## config.mk

```make
export PLATFORM = sky130hd
export DESIGN_NAME = static_predict_fetch_stage_top
export DESIGN_NICKNAME = d
export VERILOG_FILES = /design/src/hdl/spfs_pkg.sv /design/src/hdl/spfs_decode.sv /design/src/hdl/static_predict_fetch_stage_top.sv
export SDC_FILE = /design/constraint.sdc
export NUM_CORES = 1
export LEC_CHECK = 0
export BUFFER_PORTS_ARGS = -buffer_cell sky130_fd_sc_hd__buf_2
export CORE_AREA = 2 2 138 140
export DETAILED_ROUTE_END_ITERATION = 8
export DIE_AREA = 0 0 140 142
export HOLD_SLACK_MARGIN = 0.1
export PLACE_DENSITY = 0.9
export SLEW_MARGIN = 20
export SYNTH_ARGS = -nofsm -noshare
export SYNTH_HDL_FRONTEND = slang
export SYNTH_SLANG_ARGS = --single-unit
```

## constraint.sdc

```tcl
create_clock -name clk -period 10.93 [get_ports clk]
set_input_delay 2.186 -clock clk [delete_from_list [all_inputs] [get_ports clk]]
set_output_delay 2.186 -clock clk [all_outputs]
set_load 0.03 [all_outputs]
```

## src/hdl/spfs_pkg.sv

```systemverilog
// Shared constants, opcode codes and types for the fetch stage.
package spfs_pkg;

    // Width of the program counter and of truncated branch targets.
    localparam int ADDR_BITS = 16;

    // Fixed field widths of the stream payloads.
    localparam int OPCODE_BITS  = 6;
    localparam int OPERAND_BITS = 32;
    localparam int PCOUT_BITS   = 16;
    localparam int ALT_BITS     = 17;
    localparam int PLEN_BITS    = 16;

    // Width used to compare the pc against the program length.
    localparam int CMP_BITS = (ADDR_BITS > PLEN_BITS) ? ADDR_BITS : PLEN_BITS;

    // Packed stream widths, rounded up to whole bytes.
    localparam int IN_FIELD_BITS  = OPCODE_BITS + 3 * OPERAND_BITS + PCOUT_BITS;
    localparam int IN_DATA_BITS   = ((IN_FIELD_BITS + 7) / 8) * 8;
    localparam int OUT_FIELD_BITS = OPCODE_BITS + 3 * OPERAND_BITS + 1 + ALT_BITS
                                    + 2 * PCOUT_BITS;
    localparam int OUT_DATA_BITS  = ((OUT_FIELD_BITS + 7) / 8) * 8;

    // Configuration port.
    localparam int CFG_ADDR_BITS = 3;
    localparam logic CFG_IDX_PROGRAM_LENGTH = 1'b0;
    localparam logic CFG_IDX_PREDICT_TAKEN  = 1'b1;

    // Item kinds carried on the input tuser.
    localparam logic KIND_FETCH    = 1'b0;
    localparam logic KIND_REDIRECT = 1'b1;

    // Branch opcodes.
    localparam logic [OPCODE_BITS-1:0] OP_BEQ  = 6'd10;
    localparam logic [OPCODE_BITS-1:0] OP_BNE  = 6'd11;
    localparam logic [OPCODE_BITS-1:0] OP_BGEZ = 6'd12;
    localparam logic [OPCODE_BITS-1:0] OP_BGTZ = 6'd13;
    localparam logic [OPCODE_BITS-1:0] OP_BLEZ = 6'd14;
    localparam logic [OPCODE_BITS-1:0] OP_BLTZ = 6'd15;
    localparam logic [OPCODE_BITS-1:0] OP_J    = 6'd16;
    localparam logic [OPCODE_BITS-1:0] OP_JR   = 6'd17;

    // Recovery address meaning "no alternative path".
    localparam logic [ALT_BITS-1:0] ALT_NONE = '1;

    // Decoded branch information for one instruction.
    typedef struct packed {
        logic                 is_branch;
        logic                 is_jr;
        logic [ADDR_BITS-1:0] target;
    } branch_info_t;

    // One result transaction before packing.
    typedef struct packed {
        logic                    fetched;
        logic [OPCODE_BITS-1:0]  opcode;
        logic [OPERAND_BITS-1:0] operand_zero;
        logic [OPERAND_BITS-1:0] operand_one;
        logic [OPERAND_BITS-1:0] operand_two;
        logic                    is_branch;
        logic [ALT_BITS-1:0]     alternative_address;
        logic [PCOUT_BITS-1:0]   fetch_address;
        logic [PCOUT_BITS-1:0]   next_pc;
    } fetch_result_t;

endpackage

```

## src/hdl/spfs_decode.sv

```systemverilog
// Branch decoder: classifies the opcode and selects the truncated target.
module spfs_decode
    import spfs_pkg::*;
(
    input  logic [OPCODE_BITS-1:0]  opcode,
    input  logic [OPERAND_BITS-1:0] operand_zero,
    input  logic [OPERAND_BITS-1:0] operand_one,
    input  logic [OPERAND_BITS-1:0] operand_two,
    output branch_info_t            info
);

    logic [OPERAND_BITS-1:0] target_full;

    // Pick the operand that holds the target for this opcode.
    always_comb
    begin
        info.is_branch = 1'b0;
        info.is_jr     = 1'b0;
        target_full    = operand_one;
        unique case (opcode)
            OP_BEQ, OP_BNE:
            begin
                info.is_branch = 1'b1;
                target_full    = operand_two;
            end
            OP_BGEZ, OP_BGTZ, OP_BLEZ, OP_BLTZ:
            begin
                info.is_branch = 1'b1;
                target_full    = operand_one;
            end
            OP_J:
            begin
                info.is_branch = 1'b1;
                target_full    = operand_zero;
            end
            OP_JR:
            begin
                info.is_branch = 1'b1;
                info.is_jr     = 1'b1;
            end
            default:
            begin
                info.is_branch = 1'b0;
            end
        endcase
        info.target = target_full[ADDR_BITS-1:0];
    end

endmodule

```

## src/hdl/static_predict_fetch_stage_top.sv

```systemverilog
// Top level of the fetch stage with static branch prediction.
// The result of an accepted input transaction is registered and appears on the output in the next cycle.
// Throughput: one transaction per cycle while the output is not stalled; the pc update and the result are computed
// by one mux-and-increment path into the output register.
// Reset (rst_n, asynchronous, active low) clears the pc, both configuration
// registers and the output valid flag.
module static_predict_fetch_stage_top
    import spfs_pkg::*;
(
    input  logic                     clk,
    input  logic                     rst_n,
    // Input stream.
    input  logic                     s_axis_tvalid,
    output logic                     s_axis_tready,
    // tdata from bit 0: opcode[5:0], operand_zero[37:6], operand_one[69:38],
    // operand_two[101:70], new_pc[117:102], zero padding[119:118]
    input  logic [IN_DATA_BITS-1:0]  s_axis_tdata,
    // tuser: kind (0 fetch, 1 redirect)
    input  logic                     s_axis_tuser,
    // Output stream.
    output logic                     m_axis_tvalid,
    input  logic                     m_axis_tready,
    // tdata from bit 0: out_opcode[5:0], out_operand_zero[37:6],
    // out_operand_one[69:38], out_operand_two[101:70], is_branch[102],
    // alternative_address[119:103], fetch_address[135:120], next_pc[151:136]
    output logic [OUT_DATA_BITS-1:0] m_axis_tdata,
    // tuser: fetched
    output logic                     m_axis_tuser,
    // Configuration port.
    input  logic                     psel,
    input  logic                     penable,
    input  logic                     pwrite,
    input  logic [CFG_ADDR_BITS-1:0] paddr,
    input  logic [31:0]              pwdata,
    output logic [31:0]              prdata,
    output logic                     pready
);

    logic [PLEN_BITS-1:0]    program_length_reg;
    logic                    predict_taken_reg;
    logic [ADDR_BITS-1:0]    pc_reg;
    logic [ADDR_BITS-1:0]    pc_next;
    logic                    out_valid_reg;
    fetch_result_t           result_reg;
    fetch_result_t           result_next;
    branch_info_t            br_info;
    logic                    in_accept;
    logic                    cfg_write;
    logic                    cfg_idx;
    logic [OPCODE_BITS-1:0]  in_opcode;
    logic [OPERAND_BITS-1:0] in_operand_zero;
    logic [OPERAND_BITS-1:0] in_operand_one;
    logic [OPERAND_BITS-1:0] in_operand_two;
    logic [PCOUT_BITS-1:0]   in_new_pc;
    logic [ADDR_BITS-1:0]    pc_inc;
    logic                    pc_in_range;

    // Unpack the input transaction.
    assign in_opcode       = s_axis_tdata[OPCODE_BITS-1:0];
    assign in_operand_zero = s_axis_tdata[OPCODE_BITS +: OPERAND_BITS];
    assign in_operand_one  = s_axis_tdata[OPCODE_BITS + OPERAND_BITS +: OPERAND_BITS];
    assign in_operand_two  = s_axis_tdata[OPCODE_BITS + 2 * OPERAND_BITS +: OPERAND_BITS];
    assign in_new_pc       = s_axis_tdata[OPCODE_BITS + 3 * OPERAND_BITS +: PCOUT_BITS];

    // The output register frees up whenever its transaction is taken.
    assign s_axis_tready = !out_valid_reg || m_axis_tready;
    assign in_accept     = s_axis_tvalid && s_axis_tready;

    spfs_decode u_decode (
        .opcode       (in_opcode),
        .operand_zero (in_operand_zero),
        .operand_one  (in_operand_one),
        .operand_two  (in_operand_two),
        .info         (br_info)
    );

    assign pc_inc      = pc_reg + ADDR_BITS'(1);
    assign pc_in_range = CMP_BITS'(pc_reg) < CMP_BITS'(program_length_reg);

    // Next pc and result for the transaction at the input.
    always_comb
    begin
        result_next                     = '0;
        result_next.alternative_address = ALT_NONE;
        pc_next                         = pc_reg;
        if (s_axis_tuser == KIND_REDIRECT)
        begin
            pc_next = ADDR_BITS'(in_new_pc);
        end
        else if (pc_in_range)
        begin
            pc_next = pc_inc;
            if (br_info.is_branch)
            begin
                if (predict_taken_reg)
                begin
                    result_next.alternative_address = ALT_BITS'(pc_inc);
                    pc_next = br_info.is_jr ? pc_reg : br_info.target;
                end
                else if (!br_info.is_jr)
                begin
                    result_next.alternative_address = ALT_BITS'(br_info.target);
                end
            end
            result_next.fetched       = 1'b1;
            result_next.opcode        = in_opcode;
            result_next.operand_zero  = in_operand_zero;
            result_next.operand_one   = in_operand_one;
            result_next.operand_two   = in_operand_two;
            result_next.is_branch     = br_info.is_branch;
            result_next.fetch_address = PCOUT_BITS'(pc_reg);
        end
        result_next.next_pc = PCOUT_BITS'(pc_next);
    end

    // Pc and output valid flag.
    always_ff @(posedge clk or negedge rst_n)
    begin
        if (!rst_n)
        begin
            pc_reg        <= '0;
            out_valid_reg <= 1'b0;
        end
        else
        begin
            if (in_accept)
            begin
                pc_reg <= pc_next;
            end
            if (in_accept)
            begin
                out_valid_reg <= 1'b1;
            end
            else if (m_axis_tready)
            begin
                out_valid_reg <= 1'b0;
            end
        end
    end

    // Output payload register.
    always_ff @(posedge clk)
    begin
        if (in_accept)
        begin
            result_reg <= result_next;
        end
    end

    // Pack the result transaction.
    assign m_axis_tvalid = out_valid_reg;
    assign m_axis_tuser  = result_reg.fetched;
    assign m_axis_tdata  = OUT_DATA_BITS'({result_reg.next_pc,
                                          result_reg.fetch_address,
                                          result_reg.alternative_address,
                                          result_reg.is_branch,
                                          result_reg.operand_two,
                                          result_reg.operand_one,
                                          result_reg.operand_zero,
                                          result_reg.opcode});

    // Configuration registers.
    assign pready    = 1'b1;
    assign cfg_idx   = paddr[2];
    assign cfg_write = psel && penable && pwrite && pready;

    always_ff @(posedge clk or negedge rst_n)
    begin
        if (!rst_n)
        begin
            program_length_reg <= '0;
            predict_taken_reg  <= 1'b0;
        end
        else if (cfg_write)
        begin
            unique case (cfg_idx)
                CFG_IDX_PROGRAM_LENGTH: program_length_reg <= pwdata[PLEN_BITS-1:0];
                CFG_IDX_PREDICT_TAKEN:  predict_taken_reg  <= pwdata[0];
                default:                predict_taken_reg  <= predict_taken_reg;
            endcase
        end
    end

    // Register read-back.
    always_comb
    begin
        unique case (cfg_idx)
            CFG_IDX_PROGRAM_LENGTH: prdata = 32'(program_length_reg);
            CFG_IDX_PREDICT_TAKEN:  prdata = 32'(predict_taken_reg);
            default:                prdata = '0;
        endcase
    end

endmodule

```

# After elaboration in Yosys (flattened, before gate mapping)
# Cells that the tools add are included.
# W data, S select, Z words.
# word_totals
reg_bits	187
wordCells	53
in_bits	163
# op_classes
n_lt_le_gt_ge	1
reduce_logical	12
bitwise	3
eq_ne	8
addsub	1
n_mux	15
# ops
operator	n
$mux W137	1
$mux W16	5
$pmux W32 S2	1
$mux W17	3
$eq A6 B4 Y1 const B	6
$pmux W16 S2	1
$add A16 B1 Y16 const B	1
$lt A16 B16 Y1	1
$eq A6 B5 Y1 const B	2
$reduce_or A8 Y1	1
$mux W1	4
$reduce_and A2 Y1	2
$reduce_or A2 Y1	2
$logic_and A1 B1 Y1	3
$not A1 Y1	3
$reduce_or A3 Y1	1
$reduce_bool A2 Y1	1
$logic_not A1 Y1	1
$logic_or A1 B1 Y1	1

# Logic depth before layout (Yosys ltp)
# Gate-level depths: netlist (run 1).
# logic_depth
word_depth	8
mapped_depth	11

# Modules after synthesis
# Synthesis (run 1) repeated with hierarchy kept, for this count alone.
# hier_totals
cells_unflattened	787
hier_area_um2	9318.9
# modules_own_cells
module	area_each_um2	seq_area_each_um2	n_inst	cells_per_inst
static_predict_fetch_stage_top	8814.7	5445.2	1	705
spfs_decode	504.2	0.0	1	82

# Worst setup path after synthesis (run 1)
# OpenSTA, ideal clock, no wires.
# synth_path
path_type	input -> register
startpoint	input m_axis_tready
endpoint	register pc_reg[0]
arrival_time_ns	8.203
setup_time_ns	0.174
path_stages	6
setup_slack_ns	2.554
required_ns	10.756
path_cell_list	nand2b_1 nand2_1 inv_2 buf_1 o21ai_0 a22oi_1
# synth_between
elab_chain_cells	2
# synth_rtl
element	line_no	text
start: declaration	static_predict_fetch_stage_top.sv:22	input logic m_axis_tready,
$logic_or A1 B1 Y1	static_predict_fetch_stage_top.sv:66	assign s_axis_tready = !out_valid_reg || m_axis_tready;
$logic_and A1 B1 Y1	static_predict_fetch_stage_top.sv:67	assign in_accept = s_axis_tvalid && s_axis_tready;
via in_accept	static_predict_fetch_stage_top.sv:47	logic in_accept;
end signal: assignment	static_predict_fetch_stage_top.sv:128	pc_reg <= pc_next;
end: declaration	static_predict_fetch_stage_top.sv:41	logic [ADDR_BITS-1:0] pc_reg;
# The timed path passes the listed nets, and every way through them passes these cells.
# A chain may end at the register's enable or synchronous reset.

# Final worst setup path (run 1)
# layout_path
startpoint	input paddr[2]
endpoint	output prdata[0]
# layout_between
elab_chain_cells	2
# layout_rtl
element	line_no	text
start: declaration	static_predict_fetch_stage_top.sv:33	input logic [CFG_ADDR_BITS-1:0] paddr,
$not A1 Y1	-	
$pmux W32 S2 (*)	static_predict_fetch_stage_top.sv:187	unique case (cfg_idx)
end: declaration	static_predict_fetch_stage_top.sv:35	output logic [31:0] prdata,
# Every way passes the cells marked *; elsewhere a longest branch is shown, timed or not. The select of a mux whose other input is x is not followed.

==> results of run 1 <==
==> worst reg2reg max path: stages, from the launching register on <==
cell and delay [ns]:
dfrtp_1 0.52, ha_1 0.36, o21ai_0 0.17, a2111oi_2 0.57, a21bo_1 0.53, buf_4 0.41, inv_2 0.10, buf_4 0.37
and2_1 0.33
==> cell usage in the layout, fill, tap and decap left out, types with 12 or more instances in the layout <==
| master | instances |
|---|---|
| buf_2 | 313 |
| edfxtp_1 | 153 |
| and2_1 | 107 |
| nor2_1 | 55 |
| inv_1 | 35 |
| dfrtp_1 | 34 |
| mux2_2 | 32 |
| nor3_1 | 32 |
| nand2_1 | 28 |
| mux2i_1 | 26 |
| o21ai_0 | 21 |
| a21oi_1 | 18 |
| nand2b_1 | 17 |
| a211oi_1 | 17 |
| conb_1 | 17 |
| clkbuf_16 | 17 |
| ha_1 | 16 |
| a221oi_1 | 15 |
| xnor2_1 | 12 |
==> final cells by class <==
type	count	area (um2)	share of cell area
clock inverters	14	138	0.0123
diodes	3	7.51	0.000670
well taps	234	293	0.0261
repair buffers	316	1590	0.142
multi-input cells	470	3170	0.283
inverters	37	144	0.0128
flip-flops and latches	187	5450	0.486
clock buffers	17	425	0.0379
==> how the worst min path moves through the flow <==
| stage | from | end | slack [ns] | cells after the start |
|---|---|---|---|---|
| 6_report | program_length_reg[2]$_DFFE_PN0P_ | program_length_reg[2]$_DFFE_PN0P_ | 0.51 | 1 |
| 5_1_grt | program_length_reg[13]$_DFFE_PN0P_ | program_length_reg[13]$_DFFE_PN0P_ | 0.53 | 1 |
| 4_1_cts | program_length_reg[2]$_DFFE_PN0P_ | program_length_reg[2]$_DFFE_PN0P_ | 0.51 | 1 |
| 3_5_place_dp | program_length_reg[2]$_DFFE_PN0P_ | program_length_reg[2]$_DFFE_PN0P_ | 0.49 | 1 |
| 3_3_place_gp | program_length_reg[3]$_DFFE_PN0P_ | program_length_reg[3]$_DFFE_PN0P_ | 0.49 | 1 |
| 2_1_floorplan | program_length_reg[10]$_DFFE_PN0P_ | program_length_reg[10]$_DFFE_PN0P_ | 0.48 | 1 |
==> report_power, final <==
group	total (uW)	internal, uW	switching [uW]
Clock	591	300	291
Sequential	1040	938	102
Combinational	887	311	576
Total	2520	1550	969
==> per-stage QoR <==
stage | setup WS, ns | total power (uW)
final | 5.72 | 2520
after global routing | 5.69 | 2650
after CTS | 5.72 | 2520
after detailed placement | 5.69 | 1940
after global placement | 5.74 | 1900
after floorplan | 2.55 | 1700
==> routing by layer <==
layer / vias up / global-route usage / part of all wire
met5: - / 0 / 0
met4: 0 / 0.0861 / 0.023
met3: 41 / 0.0542 / 0.077
met2: 307 / 0.428 / 0.51
met1: 3253 / 0.302 / 0.39
li1: 3185 / - / -
==> kinds of logic (layout without fill, tap and decap cells) <==
family	count (synthesis)	after routing	share of synthesized area
buffers and inverters	96	384	0.0525
xor gates and xnor gates	13	13	0.0126
adders and majority gates	16	16	0.0222
other	2	20	0.000831
and+or+nand+nor	266	266	0.160
AOI/OAI and AO/OA	100	100	0.0805
muxes	58	58	0.0687
DFF	187	187	0.603
==> cells in the mapped netlist, drive strengths merged, types with 3 or more instances <==
cell type,number
xnor2,12
clkbuf,22
buf,37
a22oi,3
nor3,32
a221oi,16
ha,16
o21ai,23
nor2,55
nand2b,17
o211ai,4
and2,107
mux2i,26
nand3,6
edfxtp,153
inv,37
mux2,32
a21o,4
dfrtp,34
nand3b,3
nor4,3
nand4,6
a211oi,17
a21oi,19
nand2,28
==> impl_metrics.tcl, run 1 <==
set metrics [dict create \
    status "finished, violations left" \
    violations "DRC" \
    htree_levels 4 \
    root_buffer "clkbuf_16" \
    largest_reg_flops 152 \
    synth_top_area_frac 0.509 \
    power.density_nw_per_um2 225 \
    path_depth 3 \
    crit_slowest_cell "mux2_2" \
    cpPeakStageDelay_ns 0.38 \
    drt_first_pass_iters 9 \
    place.gp.congestion 0.807 \
    wl_per_cell_um 19.4 \
    cts_tree "built" \
    cts_buffers 17 \
    utilization 0.607 \
    die_area_um2 19900 \
    place_inst 1244 \
    fin_nets 1208 \
    ant_nets 0 \
    synth_seq_cells 187 \
    postPlaceCellArea_um2 10600 \
    clkTransAtPathRegs_ns 0.07 \
    rsz0062_at_grt "false" \
    stdcell_area_um2 11200 \
    ys_types 57 \
    antenna_found_initial 3 \
    tns_ns 0 \
    crit_path_end_kind "output pin" \
    critPathBufInv 2 \
    dp_hpwl_um 18600 \
    ctsLongestPathBuffers 2 \
    clock_sinks 187 \
    nFillCells 1502 \
    syn_avg_cell_area_um2 12.2 \
    rr_worst_depth 8 \
    tightest_slew_ns 1.04 \
    final-setup-viol-count 0 \
    vias 6786 \
    start_util 0.489 \
    grt_pass1_vias 6743 \
    first_iter_violations 685 \
    post_cts_buffers 0 \
    area_growth_pct 24.1 \
    postCtsHoldBufs 0 \
    synth_cells 738 \
    num_rows 50 \
    max_freq_mhz 192 \
    drv_cap 0 \
    finalWirelength_um 24800 \
    io_buffers 313 \
    startpoint_type "input pin" \
    synth_edf_count 153 \
    die_w_um 140 \
    track_usage 0.245 \
    hold_viol_final 0 \
    finalCriticalPeriod_ns 5.21 \
    fp.dieH_um 142 \
    cp.required_ns 8.74 \
    cp_cell_sequence "buf_2 -> mux2_2 -> buf_2" \
    coreArea_um2 18500 \
    crit_top_cell "buf_2" \
    clock_latency_ns 0.44 \
    synthTopCellsByArea "edfxtp_1, dfrtp_1, and2_1" \
    path_class "in2out" \
    stdcell_count 1278 \
    slew_headroom 0.304 \
    drive_above_1_share 0.375 \
    hold_ws_ns 0.511 \
    cp-startpoint "paddr[2]" \
    async_flop_share 0.182 \
    critPathArrivalTime_ns 3.02 \
    grt_start_max_net_pins 105 \
    cp_max_fo 18 \
    fin_crit_sh 0.477 \
    hold_path_class "reg2reg" \
    grt_remaining_overflow 0 \
    skew_ns 0.0135 \
    mappedNetlistArea_um2 9030 \
    cp_top_family "buffers and inverters" \
    rrSetupSlack_ns 7.31 \
    post_cts_resized 0 \
    synth_top_cell_by_area "edfxtp_1" \
    r2r-end "m_axis_tdata[64]$_SDFFCE_PP0P_" \
    ir_drop_uv 117 \
    ys_warn_count 0 \
    drc_errors 27 \
    synth-main-ff-cell "edfxtp_1" \
    p_leak_uw 0.00483 \
    ios 351 \
    vias_per_cell 5.31 \
    maxSlewViolCount 0 \
    endpoint "prdata[0]" \
    yosysSeqAreaShare 0.603 \
    grt_pass1_wl_um 37000 \
    r2r-start "pc_reg[7]$_DFFE_PN0P_" \
]
Power figures use the tool's default switching activity.
==> run 2, diff against run 1 <==
CORE_AREA = default   (was 2 2 138 140)
CORE_ASPECT_RATIO = 1.4   (was default)
CORE_UTILIZATION = 49   (was default)
DIE_AREA = default   (was 0 0 140 142)
PLACE_DENSITY = 0.89   (was 0.9)
clock period = 5.4 ns   (was 10.93 ns; I/O delays follow)
==> run 2 against run 1 <==
Net effect: the run now ends clean; sequential power grew 100%; clock power is 110% higher; total power rose by 100%; cell area increased by 0.45%; wire length shrank 2.9%; flip-flop and latch count stayed put; global-route usage increased by 1.0 points; clock skew grew 0.0064 ns; critical path depth rose by 5.
==> impl_metrics.tcl, run 2 (same netlist as run 1, synthesis figures left out) <==
set metrics [dict create \
    track_usage 0.255 \
    wl_per_cell_um 18.7 \
    cp_cell_sequence "ha_1 -> o21a_1 -> o21ai_0 -> a2111oi_2 -> a21bo_1 -> inv_2 -> buf_4 -> and2_1" \
    vias 6850 \
    drive_above_1_share 0.375 \
    critPathArrivalTime_ns 4.03 \
    layout_commonest_cell "buf_2" \
    cts_tree "built" \
    rsz0062_at_grt "false" \
    antenna_found_initial 5 \
    p_leak_uw 0.00484 \
    drv_cap 0 \
    coreArea_um2 18000 \
    vias_per_cell 5.33 \
    crit_slowest_cell "a21bo_1" \
    grt_start_max_net_pins 89 \
    ios 351 \
    tightest_slew_ns 0.939 \
    grt_pass1_vias 6637 \
    status "finished clean" \
    clock_sinks 187 \
    tns_ns 0 \
    place.gp.congestion 0.833 \
    area_growth_pct 24.7 \
    grt_remaining_overflow 0 \
    rrSetupSlack_ns 1.57 \
    rr_worst_depth 8 \
    final-setup-viol-count 0 \
    endpoint "m_axis_tdata[24]$_SDFFCE_PP0P_" \
    fp.dieH_um 163 \
    drt_first_pass_iters 5 \
    post_cts_buffers 0 \
    ant_nets 0 \
    finalWirelength_um 24000 \
    max_freq_mhz 261 \
    cp-startpoint "pc_reg[6]$_DFFE_PN0P_" \
    ctsLongestPathBuffers 2 \
    r2r-end "m_axis_tdata[24]$_SDFFCE_PP0P_" \
    skew_ns 0.0199 \
    postCtsHoldBufs 0 \
    maxSlewViolCount 0 \
    dp_slack_ns 1.48 \
    hold_viol_final 0 \
    finalWorstSetupSlack_ns 1.57 \
    dp_hpwl_um 18200 \
    clock_latency_ns 0.44 \
    cp_max_fo 70 \
    cts_buffers 17 \
    cpPeakStageDelay_ns 0.73 \
    startpoint_type "flip-flop" \
    final_cell_mix "buf_2, edfxtp_1, and2_1, nor2_1, inv_1" \
    post_cts_resized 0 \
    fin_crit_sh 0.710 \
    slew_headroom 0.374 \
    die_w_um 117 \
    crit_path_end_kind "flip-flop" \
    num_rows 58 \
    first_iter_violations 549 \
    grt_pass1_wl_um 35600 \
    start_util 0.502 \
    htree_levels 4 \
    clkTransAtPathRegs_ns 0.07 \
    r2r-start "pc_reg[6]$_DFFE_PN0P_" \
    hold_path_class "reg2reg" \
    io_buffers 313 \
    finalCriticalPeriod_ns 3.83 \
    ir_drop_uv 253 \
    power.density_nw_per_um2 457 \
    hold_depth 1 \
    path_class "reg2reg" \
    drc_errors 0 \
    cp.required_ns 5.59 \
    largest_reg_flops 152 \
    fin_nets 1209 \
    root_buffer "clkbuf_16" \
    die_area_um2 19000 \
]
==> run 2: worst min path at each step <==
stage | from | end
global route | program_length_reg[14]$_DFFE_PN0P_ | program_length_reg[14]$_DFFE_PN0P_
floorplan | program_length_reg[10]$_DFFE_PN0P_ | program_length_reg[10]$_DFFE_PN0P_
global placement | program_length_reg[1]$_DFFE_PN0P_ | program_length_reg[1]$_DFFE_PN0P_
CTS | program_length_reg[5]$_DFFE_PN0P_ | program_length_reg[5]$_DFFE_PN0P_
detailed placement | program_length_reg[14]$_DFFE_PN0P_ | program_length_reg[14]$_DFFE_PN0P_
finish | program_length_reg[14]$_DFFE_PN0P_ | program_length_reg[14]$_DFFE_PN0P_
==> run 2: layer usage <==
layer,part of all wire,vias to the layer above,track usage
met3,0.079,60,0.0595
met4,0.037,2,0.126
li1,-,3189,-
met5,0.00054,-,0
met1,0.36,3259,0.277
met2,0.52,340,0.458
==> run 2: per-stage QoR <==
| stage | power [uW] | util | hold slack (ns) | area, um2 | std cells |
|---|---|---|---|---|---|
| floorplan | 3440 | - | 0.479 | 9100 | 753 |
| global placement | 3850 | 0.593 | 0.487 | 10700 | 1251 |
| detailed placement | 3920 | 0.593 | 0.494 | 10700 | 1251 |
| CTS | 5160 | 0.625 | 0.511 | 11300 | 1282 |
| global route | 5410 | 0.626 | 0.519 | 11300 | 1286 |
| finish | 5140 | 0.626 | 0.507 | 11300 | 1286 |
==> run 2: layout make-up <==
type                    count  area [um2]
fillers                  1406        6740
clock inverters            14         158
inverters                  37         144
clock buffers              17         425
well taps                 240         300
diodes                      4        10.0
repair buffers            317        1610
flip-flops and latches    187        5450
multi-input cells         470        3170
==> run 2: power breakdown <==
group          internal [uW]  switching [uW]  total, uW
combinational            632            1170       1800
sequential              1900             198       2100
clock                    654             594       1250
==> run 2: worst max-delay path: cells and delay by family, from the launching register on <==
kind	cells	cell delay, ns
compound gates	4	1.53
fa+ha+maj	1	0.33
buf+inv	2	1.01
flops	1	0.46
simple gates	1	0.20
==> run 3, diff against run 2 <==
ABC_AREA = 1   (was default)
clock period = 3.8 ns   (was 5.4 ns; I/O delays follow)
==> run 3 against run 2 <==
Net effect: total power up 15%; combinational power down 13%; synthesized area down 0.24%; clock power up 36%; critical path depth up 1; global-route usage up 1.6 points; critical path type unchanged; largest power group unchanged; highest routed layer unchanged.
==> impl_metrics.tcl, run 3 <==
set metrics [dict create \
    synth_top_cell_by_area "edfxtp_1" \
    async_flop_share 0.182 \
    ctsLongestPathBuffers 2 \
    ys_types 34 \
    cts_tree "built" \
    dp_hpwl_um 19400 \
    synth-main-ff-cell "edfxtp_1" \
    synth_seq_cells 187 \
    crit_slowest_cell "dfrtp_1" \
    start_util 0.501 \
    grt_start_max_net_pins 55 \
    drive_above_1_share 0.283 \
    vias_per_cell 4.94 \
    p_seq_frac 0.447 \
    grt_pass1_vias 7531 \
    postCtsHoldBufs 0 \
    p_sw_frac 0.355 \
    hold_viol_final 0 \
    critPathBufInv 0 \
    ir_drop_uv 340 \
    slew_headroom 0.396 \
    cts_buffers 17 \
    antenna_found_initial 7 \
    cp.required_ns 3.94 \
    fin_crit_sh 0.721 \
    ios 351 \
    post_cts_resized 0 \
    synth_top_area_frac 0.510 \
    mappedNetlistArea_um2 9010 \
    fp.dieH_um 162 \
    cp_top_family "compound AO/OA/AOI/OAI gates" \
    coreArea_um2 18000 \
    rr_worst_depth 9 \
    yosysMostFrequentCell "nand2_1" \
    ant_nets 0 \
    power.density_nw_per_um2 522 \
    rrSetupSlack_ns 1.06 \
    synth_cells 986 \
    crit_path_end_kind "flip-flop" \
    clock_latency_ns 0.43 \
    dp_slack_ns 0.953 \
    finalCriticalPeriod_ns 2.74 \
    htree_levels 4 \
    grt_remaining_overflow 0 \
    clkTransAtPathRegs_ns 0.07 \
    synth_edf_count 153 \
    post_cts_buffers 0 \
    power.internal_uw 3810 \
    pwr-share-comb 0.264 \
    p_sw_uw 2100 \
    first_iter_violations 610 \
    r2r-start "pc_reg[5]$_DFFE_PN0P_" \
    final_cell_mix "buf_2, nand2_1, nor2_1, edfxtp_1, inv_1" \
    path_class "reg2reg" \
    drc_errors 0 \
    p_leak_uw 0.00565 \
    startpoint_type "flip-flop" \
    cpPeakStageDelay_ns 0.55 \
    finalWirelength_um 25200 \
    area_growth_pct 25.6 \
    vias 7647 \
    netlist_top_cells_count "nand2_1, nor2_1, edfxtp_1, inv_1, nand3_1" \
    finalWorstSetupSlack_ns 1.06 \
    io_buffers 313 \
    r2r-end "m_axis_tdata[106]$_SDFFCE_PP1P_" \
    ys_warn_count 0 \
    max_freq_mhz 365 \
    clock_sinks 187 \
    wl_per_cell_um 16.3 \
    skew_ns 0.0102 \
    track_usage 0.271 \
    die_w_um 117 \
    drv_cap 0 \
    drt_first_pass_iters 6 \
    crit_top_cell "a21oi_4" \
    tns_ns 0 \
    clkPwrFrac 0.288 \
    largest_reg_flops 152 \
    grt_pass1_wl_um 38100 \
    hold_path_class "in2async" \
    root_buffer "clkbuf_16" \
    cp_max_fo 29 \
    num_rows 58 \
    cp_cell_sequence "ha_1 -> a21oi_1 -> nor2_1 -> nor3_1 -> nand2_1 -> a21oi_4 -> nand2_4 -> a21oi_4 -> o211ai_1" \
    nFillCells 1466 \
    die_area_um2 18900 \
    yosysSeqAreaShare 0.604 \
    fin_nets 1469 \
    critPathArrivalTime_ns 2.88 \
    layout_commonest_cell "buf_2" \
    final-setup-viol-count 0 \
    tightest_slew_ns 0.903 \
    syn_avg_cell_area_um2 9.14 \
    synthTopCellsByArea "edfxtp_1, dfrtp_1, nand2_1" \
    status "finished clean" \
    rsz0062_at_grt "false" \
    maxSlewViolCount 0 \
    place.gp.congestion 0.865 \
]
==> run 3: cell types whose count changed in the layout (fill, tap and decap cells not counted), sizes merged, moves of 30 or more <==
cell	delta
and2	-107
inv	+118
mux2	-32
nand2	+187
nand3	+67
nor2	+132
nor3	-30
==> run 3: logic make-up (layout without fill, tap and decap cells) <==
logic type | after synthesis | count (layout) | synth area share
buffers and inverters | 211 | 512 | 0.0980
adders and majority gates | 16 | 16 | 0.0222
DFF | 187 | 187 | 0.604
and+or+nand+nor | 492 | 492 | 0.222
other | 2 | 24 | 0.000833
AOI/OAI and AO/OA | 71 | 71 | 0.0455
xor gates and xnor gates | 7 | 7 | 0.00680
==> run 3: worst register-to-register path, stage by stage (launching register included) <==
cell and delay, ns:
dfrtp_1 0.55, ha_1 0.32, a21oi_1 0.13, nor2_1 0.05, nor3_1 0.12, nand2_1 0.13, a21oi_4 0.18, nand2_4 0.25
a21oi_4 0.53, o211ai_1 0.20
==> run 3: layout make-up <==
type                       count  area [um2]  area share
clock inverter                14         131      0.0116
timing repair buffer         326        1660       0.147
antenna                        7        17.5     0.00155
multi-input combinational    603        2740       0.243
clock buffer                  17         425      0.0376
inverter                     155         587      0.0519
tap                          240         300      0.0265
sequential                   187        5450       0.481
==> run 3: worst max path at each step <==
stage,startpoint,cells after the start,end,slack (ns)
after global placement,m_axis_tready,6,m_axis_tdata[99]$_SDFFCE_PP0P_,0.99
after detailed placement,s_axis_tdata[5],14,pc_reg[9]$_DFFE_PN0P_,0.95
after CTS,pc_reg[5]$_DFFE_PN0P_,9,m_axis_tdata[106]$_SDFFCE_PP1P_,1.07
final,pc_reg[5]$_DFFE_PN0P_,9,m_axis_tdata[106]$_SDFFCE_PP1P_,1.06
after global routing,pc_reg[5]$_DFFE_PN0P_,9,m_axis_tdata[106]$_SDFFCE_PP1P_,0.82
after floorplan,m_axis_tready,5,m_axis_tdata[0]$_SDFFCE_PP0P_,0.76
==> run 3: power by group through the flow <==
| stage | Clock [uW] | Sequential, uW | Combinational, uW |
|---|---|---|---|
| final | 1700 | 2640 | 1560 |
| after global placement | 0 | 2670 | 1510 |
| after global routing | 1790 | 2660 | 1730 |
| after floorplan | 0 | 2960 | 795 |
| after detailed placement | 0 | 2680 | 1550 |
| after CTS | 1720 | 2640 | 1560 |
==> run 3: through the flow <==
stage / utilization / area, um2 / std cells / hold WS, ns / total power (uW)
2_1_floorplan: - / 9070 / 1001 / 0.464 / 3760
3_3_place_gp: 0.597 / 10700 / 1511 / 0.501 / 4180
3_5_place_dp: 0.597 / 10700 / 1511 / 0.502 / 4230
4_1_cts: 0.628 / 11300 / 1542 / 0.418 / 5920
5_1_grt: 0.628 / 11300 / 1544 / 0.448 / 6190
6_report: 0.629 / 11300 / 1549 / 0.403 / 5900
==> run 3: per-layer routing <==
layer,vias up,global-route usage,share of wire
li1,3728,-,-
met1,3485,0.285,0.36
met2,370,0.484,0.51
met3,62,0.0700,0.079
met4,2,0.152,0.044
met5,-,0,0.00044
